===== config.mk =====
export PLATFORM = sky130hd
export DESIGN_NAME = tccs_cursor
export DESIGN_NICKNAME = d
export VERILOG_FILES = /design/src/rtl/core/tccs_pkg.sv /design/src/rtl/core/tccs_cursor.sv
export SDC_FILE = /design/constraint.sdc
export NUM_CORES = 1
export LEC_CHECK = 0
export BUFFER_PORTS_ARGS = -buffer_cell sky130_fd_sc_hd__buf_2
export CORE_ASPECT_RATIO = 0.5
export CORE_MARGIN = 4
export CORE_UTILIZATION = 35
export CTS_BUF_LIST = sky130_fd_sc_hd__clkbuf_16
export CTS_CLUSTER_SIZE = 12
export DETAILED_ROUTE_END_ITERATION = 8
export HOLD_SLACK_MARGIN = 0.03
export SETUP_SLACK_MARGIN = 0.02
export SYNTH_ARGS = -nofsm -noshare
export SYNTH_HDL_FRONTEND = slang
export SYNTH_SLANG_ARGS = --single-unit

===== constraint.sdc =====
create_clock -name clk -period 5.9 [get_ports clk]
set_clock_uncertainty 0.05 [all_clocks]
set_input_delay 0.295 -clock clk [delete_from_list [all_inputs] [get_ports clk]]
set_output_delay 0.295 -clock clk [all_outputs]
set_load 0.02 [all_outputs]

===== src/rtl/core/tccs_pkg.sv =====
`timescale 1ns / 1ps
package tccs_pkg;

	localparam int COLUMNS  = 80;
	localparam int ROWS     = 25;
	localparam int CELLS    = COLUMNS * ROWS;
	localparam int TAB_STOP = 8;

	localparam int CHAR_W      = 8;
	localparam int CELL_ADDR_W = 11;
	localparam int POS_W       = 11;

	localparam int ADDR_W = $clog2(CELLS);
	localparam int CUR_W  = $clog2(CELLS + TAB_STOP);
	localparam int COL_W  = $clog2(COLUMNS);

	localparam int IN_FIELDS_W  = CHAR_W + CELL_ADDR_W;
	localparam int IN_TDATA_W   = ((IN_FIELDS_W + 7) / 8) * 8;
	localparam int OUT_FIELDS_W = CHAR_W + POS_W;
	localparam int OUT_TDATA_W  = ((OUT_FIELDS_W + 7) / 8) * 8;

	localparam logic [CHAR_W-1:0] CODE_BACKSPACE      = 8'h08;
	localparam logic [CHAR_W-1:0] CODE_TAB            = 8'h09;
	localparam logic [CHAR_W-1:0] CODE_LINEFEED       = 8'h0A;
	localparam logic [CHAR_W-1:0] CODE_RETURN         = 8'h0D;
	localparam logic [CHAR_W-1:0] CODE_SPACE          = 8'h20;
	localparam logic [CHAR_W-1:0] CODE_LAST_PRINTABLE = 8'h7F;

	localparam logic [0:0] MODE_PUT  = 1'b0;
	localparam logic [0:0] MODE_READ = 1'b1;

	localparam logic [ADDR_W:0] CELLS_X = (ADDR_W + 1)'(CELLS);

	typedef struct packed {
		logic [CUR_W-1:0]  pos;
		logic [CUR_W-1:0]  pos_next;
		logic              store_en;
		logic [ADDR_W-1:0] store_addr;
		logic              scroll;
		logic [ADDR_W-1:0] base;
	} cur_stat_t;

	// logical cell to RAM address, rows rotated by base
	function automatic logic [ADDR_W-1:0] to_phys(input logic [ADDR_W-1:0] lin,
			input logic [ADDR_W-1:0] base);
		logic [ADDR_W:0] s;
		s = {1'b0, lin} + {1'b0, base};
		if (s >= CELLS_X) begin
			s = s - CELLS_X;
		end
		return s[ADDR_W-1:0];
	endfunction

endpackage


===== src/rtl/core/tccs_cursor.sv =====
`timescale 1ns / 1ps
module tccs_cursor (
	input  logic                      clk,
	input  logic                      arst_n,
	input  logic                      put_en,
	input  logic [tccs_pkg::CHAR_W-1:0] code,
	output tccs_pkg::cur_stat_t       stat
);
	import tccs_pkg::*;

	localparam logic [COL_W:0]   COLS_X   = (COL_W + 1)'(COLUMNS);
	localparam logic [COL_W-1:0] COL_LAST = COL_W'(COLUMNS - 1);
	localparam logic [CUR_W-1:0] COLS_C   = CUR_W'(COLUMNS);
	localparam logic [CUR_W-1:0] CELLS_C  = CUR_W'(CELLS);

	logic [CUR_W-1:0]  cur_q, cur_n, cur_f;
	logic [COL_W-1:0]  col_q, col_n;
	logic [ADDR_W-1:0] base_q, base_n;
	logic [COL_W:0]    col_inc, col_sum;
	logic [3:0]        tab_adv;
	logic              printable, store_en, scroll;

	assign printable = (code >= CODE_SPACE) && (code <= CODE_LAST_PRINTABLE);
	assign col_inc   = {1'b0, col_q} + 1'b1;
	assign tab_adv   = 4'd8 - {1'b0, cur_q[2:0]};
	assign col_sum   = {1'b0, col_q} + (COL_W + 1)'(tab_adv);

	always_comb begin
		cur_n    = cur_q;
		col_n    = col_q;
		store_en = 1'b0;
		if (put_en) begin
			case (code)
				CODE_BACKSPACE: begin
					if (cur_q != '0) begin
						cur_n = cur_q - 1'b1;
						col_n = (col_q == '0) ? COL_LAST : col_q - 1'b1;
					end
				end
				CODE_TAB: begin
					cur_n = cur_q + CUR_W'(tab_adv);
					col_n = (col_sum >= COLS_X) ? COL_W'(col_sum - COLS_X) : col_sum[COL_W-1:0];
				end
				CODE_RETURN: begin
					cur_n = cur_q - CUR_W'(col_q);
					col_n = '0;
				end
				CODE_LINEFEED: begin
					cur_n = cur_q + COLS_C - CUR_W'(col_q);
					col_n = '0;
				end
				default: begin
					if (printable) begin
						store_en = 1'b1;
						cur_n    = cur_q + 1'b1;
						col_n    = (col_inc == COLS_X) ? '0 : col_inc[COL_W-1:0];
					end
				end
			endcase
		end
		scroll = put_en && (cur_n >= CELLS_C);
		cur_f  = scroll ? cur_n - COLS_C : cur_n;
		base_n = scroll ? to_phys(ADDR_W'(COLUMNS), base_q) : base_q;
	end

	always_ff @(posedge clk or negedge arst_n) begin
		if (!arst_n) begin
			cur_q  <= '0;
			col_q  <= '0;
			base_q <= '0;
		end else begin
			cur_q  <= cur_f;
			col_q  <= col_n;
			base_q <= base_n;
		end
	end

	assign stat.pos        = cur_q;
	assign stat.pos_next   = cur_f;
	assign stat.store_en   = store_en;
	assign stat.store_addr = to_phys(cur_q[ADDR_W-1:0], base_q);
	assign stat.scroll     = scroll;
	assign stat.base       = base_q;

endmodule


==> results.json, run 1 <==
{
  "fin_area_sq_um": 4950,
  "dp_slack_ns": 0.402,
  "placed_area_sq_um": 4850,
  "fin_tns_setup_ns": 0,
  "antennaDiodeCount": 0,
  "powerDensity_nw_per_um2": 619,
  "gp_congestion": 0.976,
  "rsz0062_at_grt": "false",
  "yosys.area.top_type": "ha_1",
  "wl_per_cell_microns": 18.2,
  "avgSynthCellArea_sq_um": 7.52,
  "r2r_end": "base_q[9]",
  "cts_setup_buffers": 0,
  "power.leakage_nw": 2.15,
  "grt.total_usage": 0.195,
  "synth_edf_count": 0,
  "rows": 29,
  "dp_cells": 801,
  "maxCapViolations": 0,
  "ff2ff_path_depth": 18,
  "slowest_stage": "or3_1",
  "grt_max_degree": 26,
  "synth_top_area_frac": 0.151,
  "dieArea_sq_um": 15000,
  "ys_seq_area_frac": 0.138,
  "synthToLayoutAreaGrowth_pct": 8.92,
  "grt-ovfl-total": 0,
  "drt.antenna.violating_nets": 0,
  "whs_path_depth": 3,
  "ys_types": 77,
  "r2r_slack_ns": 1.05,
  "synth_common_cells": "55 x ha_1, 46 x nor2_1, 45 x inv_1, 45 x nand2_1, 42 x a21oi_1",
  "hold_viol_final": 0,
  "final_max_slew_viol_count": 0,
  "fin_crit_sh": 0.916,
  "grt_pass1_vias": 4358,
  "worst-endpoint-required_ns": 5.56,
  "cts_tree": "yes",
  "hold_class": "in -> reg",
  "ys_top_cells_by_area": "ha_1 15%, dfrtp_1 14%, xnor2_1 5.8%",
  "report.final.setup_viol": 0,
  "cpMostUsedCell": "ha_1",
  "core_sq_um": 12700,
  "htree_levels": 1,
  "irDropWorstVdd_mv": 0.345,
  "pin_count": 57,
  "clk_latency_ns": 0.27,
  "slew-limit-headroom": 0.285,
  "cp_num_buf_inv": 4,
  "hold-path-endpoint": "cur_q[9]",
  "dp_hpwl_microns": 11600,
  "io_buffer_count": 52,
  "drt_iter0_drc": 609,
  "startpoint_type": "register",
  "slowest_delay_ns": 0.52,
  "cts_root_buf": "clkbuf_16",
  "vias_per_cell": 5.82,
  "grt_first_pass_wirelength_microns": 23300,
  "critPathTopFamily": "compound AO/OA/AOI/OAI gates",
  "netlist_instances": 604,
  "first_pass_iters": 5,
  "synth_flop_cell": "dfrtp_1",
  "cp.arrival_ns": 5.06,
  "path_class": "reg -> out",
  "vias": 4690,
  "yosysWarnings": 0,
  "cts_buffers": 3,
  "fmax_mhz": 185,
  "die_h_microns": 88.6,
  "instances_no_fill": 806,
  "die_w_microns": 169,
  "synth_area_sq_um": 4540,
  "ys_ff_latch": 25,
  "holdWs_ns": 0.506,
  "worst-path-stages": 20,
  "setup_ws_ns": 0.494,
  "antenna_found_initial": 1,
  "cts.clk_slew.worst_paths_ns": 0.07,
  "totalWireLength_microns": 14600,
  "tightest_slew_ns": 1.06,
  "n_fill_cell": 1319,
  "cts.sinks": 25,
  "hp-start": "put_en",
  "r2r-start": "cur_q[0]",
  "yosysMostFrequentCell": "ha_1",
  "power.total_mw": 3.06,
  "final_util": 0.391,
  "cp_cell_sequence": "inv_1 > ha_1 > xnor2_1 > nor3_1 > ha_1 > mux2i_1 > ha_1 > o2111a_1 > o21a_1 > nor3_1 > o21a_1 > a211oi_1 > buf_4 > ha_1 > nand3_1 > o41a_1 > or3_1 > inv_2 > xnor2_1 > buf_2",
  "async_flop_share": 1.00,
  "critical_path.max_fanout": 6,
  "critPathCaptureType": "output port",
  "start_util": 0.359,
  "drc": 0,
  "drive_above_1_share": 0.138,
  "status": "finished clean",
  "cts_buffer_depth": 2,
  "period_needed_ns": 5.41,
  "fin_nets": 707
}
-- sequential cells by signal (all words and copies together) (netlist names) --
register / cells
base_q: 7
col_q: 7
cur_q: 11
-- layer usage --
| layer | wire length, microns | vias to the layer above | GRT usage | share of wire |
|---|---|---|---|---|
| met4 | 353 | 2 | 0.0475 | 0.024 |
| li1 | - | 2269 | - | - |
| met1 | 6590 | 2189 | 0.262 | 0.45 |
| met3 | 1200 | 28 | 0.0486 | 0.082 |
| met2 | 6480 | 202 | 0.317 | 0.44 |
| met5 | 13 | - | 0 | 0.00089 |
-- what timing repair did --
item	4_1_cts	5_1_grt
endpoints found under the setup margin	0	4
hold endpoints to repair	25	0
hold buffers	1	0
gates resized for setup	0	2
-- area by class of cell --
class                           count  area [sq um]  share of cell area
Multi-Input combinational cell    500          3530               0.713
Timing Repair Buffer               60           323              0.0652
Tap cell                          170           213              0.0430
Clock buffer                        3          75.1              0.0152
Sequential cell                    25           626               0.126
Clock inverter                      1          7.51             0.00152
Inverter                           47           176              0.0357
-- worst min-delay path, delay by kind of cell --
family          cells  cell delay (ns)
compound gates      1             0.12
buf+inv             1             0.23
simple gates        1             0.10
-- placed cells by master (no fill, tap or decap), types with 8 or more instances in the layout --
cell	n
a21o_1	8
a21oi_1	42
a31oi_1	11
buf_2	52
dfrtp_1	25
ha_1	55
inv_1	45
nand2_1	45
nand3_1	25
nor2_1	46
nor3_1	21
o211ai_1	11
o21ai_0	38
o22ai_1	9
or3_1	10
xnor2_1	30
xor2_1	9
-- power by group --
part / internal (mW) / leakage, nW / switching [mW]
combinational: 1.00 / 1.81 / 1.48
clock: 0.0926 / 0.0371 / 0.0724
sequential: 0.229 / 0.295 / 0.186
-- worst max-delay path by stage --
stage             start        to
3_5_place_dp    code[4]  stat[29]
3_3_place_gp    code[4]  stat[30]
4_1_cts         code[4]  stat[29]
6_report       cur_q[0]  stat[28]
2_1_floorplan  cur_q[0]  stat[29]
5_1_grt         code[4]  stat[30]
-- cells by family (layout without fill, tap and decap cells) --
group	after synthesis	count (layout)	share of synthesized area
compound gates	184	184	0.269
xor+xnor	39	39	0.0752
fa+ha+maj	59	59	0.169
buf+inv	82	111	0.0895
flops	25	25	0.138
mux	8	8	0.0190
other cells	1	4	0.000825
simple gates	206	206	0.239
(Power assumes the default switching activity.)
==> run 2, diff against run 1 <==
==> constraint.sdc (replaced) <==
create_clock -name clk -period 5.9 [get_ports clk]
set_clock_uncertainty 0.05 [all_clocks]
set_input_delay 0.59 -clock clk [delete_from_list [all_inputs] [get_ports clk]]
set_output_delay 0.59 -clock clk [all_outputs]
set_load 0.02 [all_outputs]
==> run 2 against run 1 <==
  * Combinational power grew 3%
  * Via count grew 2.7%
  * Routed wire length grew 0.30%
  * Die area is the same
  * Register-to-register slack gained 0.17 ns
  * Clock power is essentially flat
  * Global-route usage shrank 0.28 points
  * Critical path type is now in -> out
  * Highest routed layer unchanged
==> results.json, run 2 (synthesis results as in run 1) <==
{
  "irDropWorstVdd_mv": 0.329,
  "final_max_slew_viol_count": 0,
  "pwr-share-comb": 0.820,
  "slowest_stage": "or4b_4",
  "grt.total_usage": 0.192,
  "slowest_delay_ns": 0.58,
  "hold_class": "in -> async",
  "htree_levels": 1,
  "core_sq_um": 12700,
  "cts.clk_slew.worst_paths_ns": 0.07,
  "cp.arrival_ns": 4.86,
  "io_buffer_count": 52,
  "die_h_microns": 88.6,
  "path_class": "in -> out",
  "hold_buffers": 0,
  "final_util": 0.398,
  "p_switching_mw": 1.77,
  "seq_power_share": 0.127,
  "vias_per_cell": 5.91,
  "cts_root_buf": "clkbuf_16",
  "hold_viol_final": 0,
  "critical_path.max_fanout": 7,
  "tightest_slew_ns": 0.890,
  "netSwitchingFraction": 0.567,
  "grt_first_pass_wirelength_microns": 23000,
  "cts_buffer_depth": 2,
  "cts_buffers": 3,
  "final_cell_mix": "55 x ha_1, 52 x buf_2, 46 x nor2_1",
  "wl_per_cell_microns": 18.0,
  "pin_count": 57,
  "fin_nets": 716,
  "cts.sinks": 25,
  "drt_iter0_drc": 598,
  "top_register": "cur_q",
  "die_w_microns": 169,
  "worst-endpoint-required_ns": 5.26,
  "first_pass_iters": 5,
  "synthToLayoutAreaGrowth_pct": 11.0,
  "grt_max_degree": 26,
  "largest_reg_flops": 11,
  "drive_above_1_share": 0.161,
  "rows": 29,
  "dieArea_sq_um": 15000,
  "grt_pass1_vias": 4330,
  "antennaDiodeCount": 0,
  "period_needed_ns": 5.50,
  "n_fill_cell": 1324,
  "fmax_mhz": 182,
  "grt-ovfl-total": 0,
  "vias": 4818,
  "fin_crit_sh": 0.932,
  "status": "finished clean",
  "largestRegisters": "cur_q: 11 flops, base_q: 7 flops, col_q: 7 flops",
  "rsz0062_at_grt": "false",
  "clk_latency_ns": 0.27,
  "p_int_mw": 1.35,
  "powerDensity_nw_per_um2": 617,
  "slew-limit-headroom": 0.399,
  "totalWireLength_microns": 14700,
  "gp_congestion": 0.945,
  "power.leakage_nw": 2.19,
  "p_clk_frac": 0.053,
  "maxCapViolations": 0,
  "report.final.setup_viol": 0,
  "critPathCaptureType": "output port",
  "dp_hpwl_microns": 11500,
  "startpoint_type": "input pin",
  "antenna_found_initial": 1,
  "fin_tns_setup_ns": 0,
  "drc": 0,
  "cp_cell_sequence": "buf_2 > or4b_4 > nor2_8 > nand2_1 > o21ai_0 > ha_1 > inv_1 > fa_1 > a21o_1 > a21oi_1 > xnor2_1 > a221oi_2 > a21o_1 > inv_2 > ha_1 > nand3_1 > o41a_1 > or3_4 > inv_2 > xnor2_1 > buf_2",
  "final_common_cell": "ha_1",
  "cts_tree": "yes",
  "drt.antenna.violating_nets": 0,
  "start_util": 0.359
}
run 2: layer usage:
| layer | global-route usage | part of all wire | wire length, microns |
|---|---|---|---|
| met4 | 0.0643 | 0.029 | 419 |
| met3 | 0.0397 | 0.087 | 1270 |
| met2 | 0.313 | 0.44 | 6450 |
| met1 | 0.257 | 0.44 | 6530 |
| met5 | 0 | 0.00048 | 7 |
run 2: worst paths after layout:
check,start,slack (ns),depth (start not counted),endpoint
min reg2reg,base_q[6],0.61,1,base_q[6]
max,code[7],0.40,21,stat[28]
min in group clk,base_q[6],0.61,1,base_q[6]
max in group asynchronous,arst_n,5.12,1,base_q[5]
min,arst_n,0.27,1,col_q[5]
max reg2reg,cur_q[2],1.22,15,base_q[9]
run 2: critical path: cells and delay by family:
family                   cells  cell delay [ns]
buffers and inverters        5             0.56
AO/OA/AOI/OAI                6             1.27
XOR/XNOR                     2             0.29
adder cells (fa/ha/maj)      3             0.78
AND/OR/NAND/NOR              5             1.38
run 2: final cells by class:
cell class	count	area [sq um]	share of cell area
multi-input combinational	500	3560	0.706
sequential	25	626	0.124
timing repair buffer	69	388	0.0769
tap	170	213	0.0422
inverter	47	176	0.0350
clock buffer	3	75.1	0.0149
clock inverter	1	7.51	0.00149
run 2: power by group through the flow:
stage / Sequential, mW / Clock, mW / Combinational [mW]
global placement: 0.393 / 0 / 2.48
detailed placement: 0.394 / 0 / 2.49
CTS: 0.391 / 0.169 / 2.51
finish: 0.395 / 0.166 / 2.55
global route: 0.406 / 0.176 / 2.81
floorplan: 0.377 / 0 / 1.86
run 2: through the flow:
stage / power [mW] / area [sq um] / std cells / hold WS [ns] / setup slack, ns
final: 3.11 / 5040 / 815 / 0.271 / 0.403
after CTS: 3.07 / 4990 / 813 / 0.298 / 0.0846
after detailed placement: 2.89 / 4910 / 809 / 0.592 / 0.0476
after global routing: 3.40 / 5040 / 815 / 0.330 / 0.0549
after global placement: 2.87 / 4910 / 809 / 0.587 / 0.266
after floorplan: 2.24 / 4550 / 607 / 0.244 / 0.507
run 2: repair_timing:
action	CTS	global route
resized for setup	1	8
buffers inserted	0	2
pin swaps	0	1
setup endpoints to repair	1	5
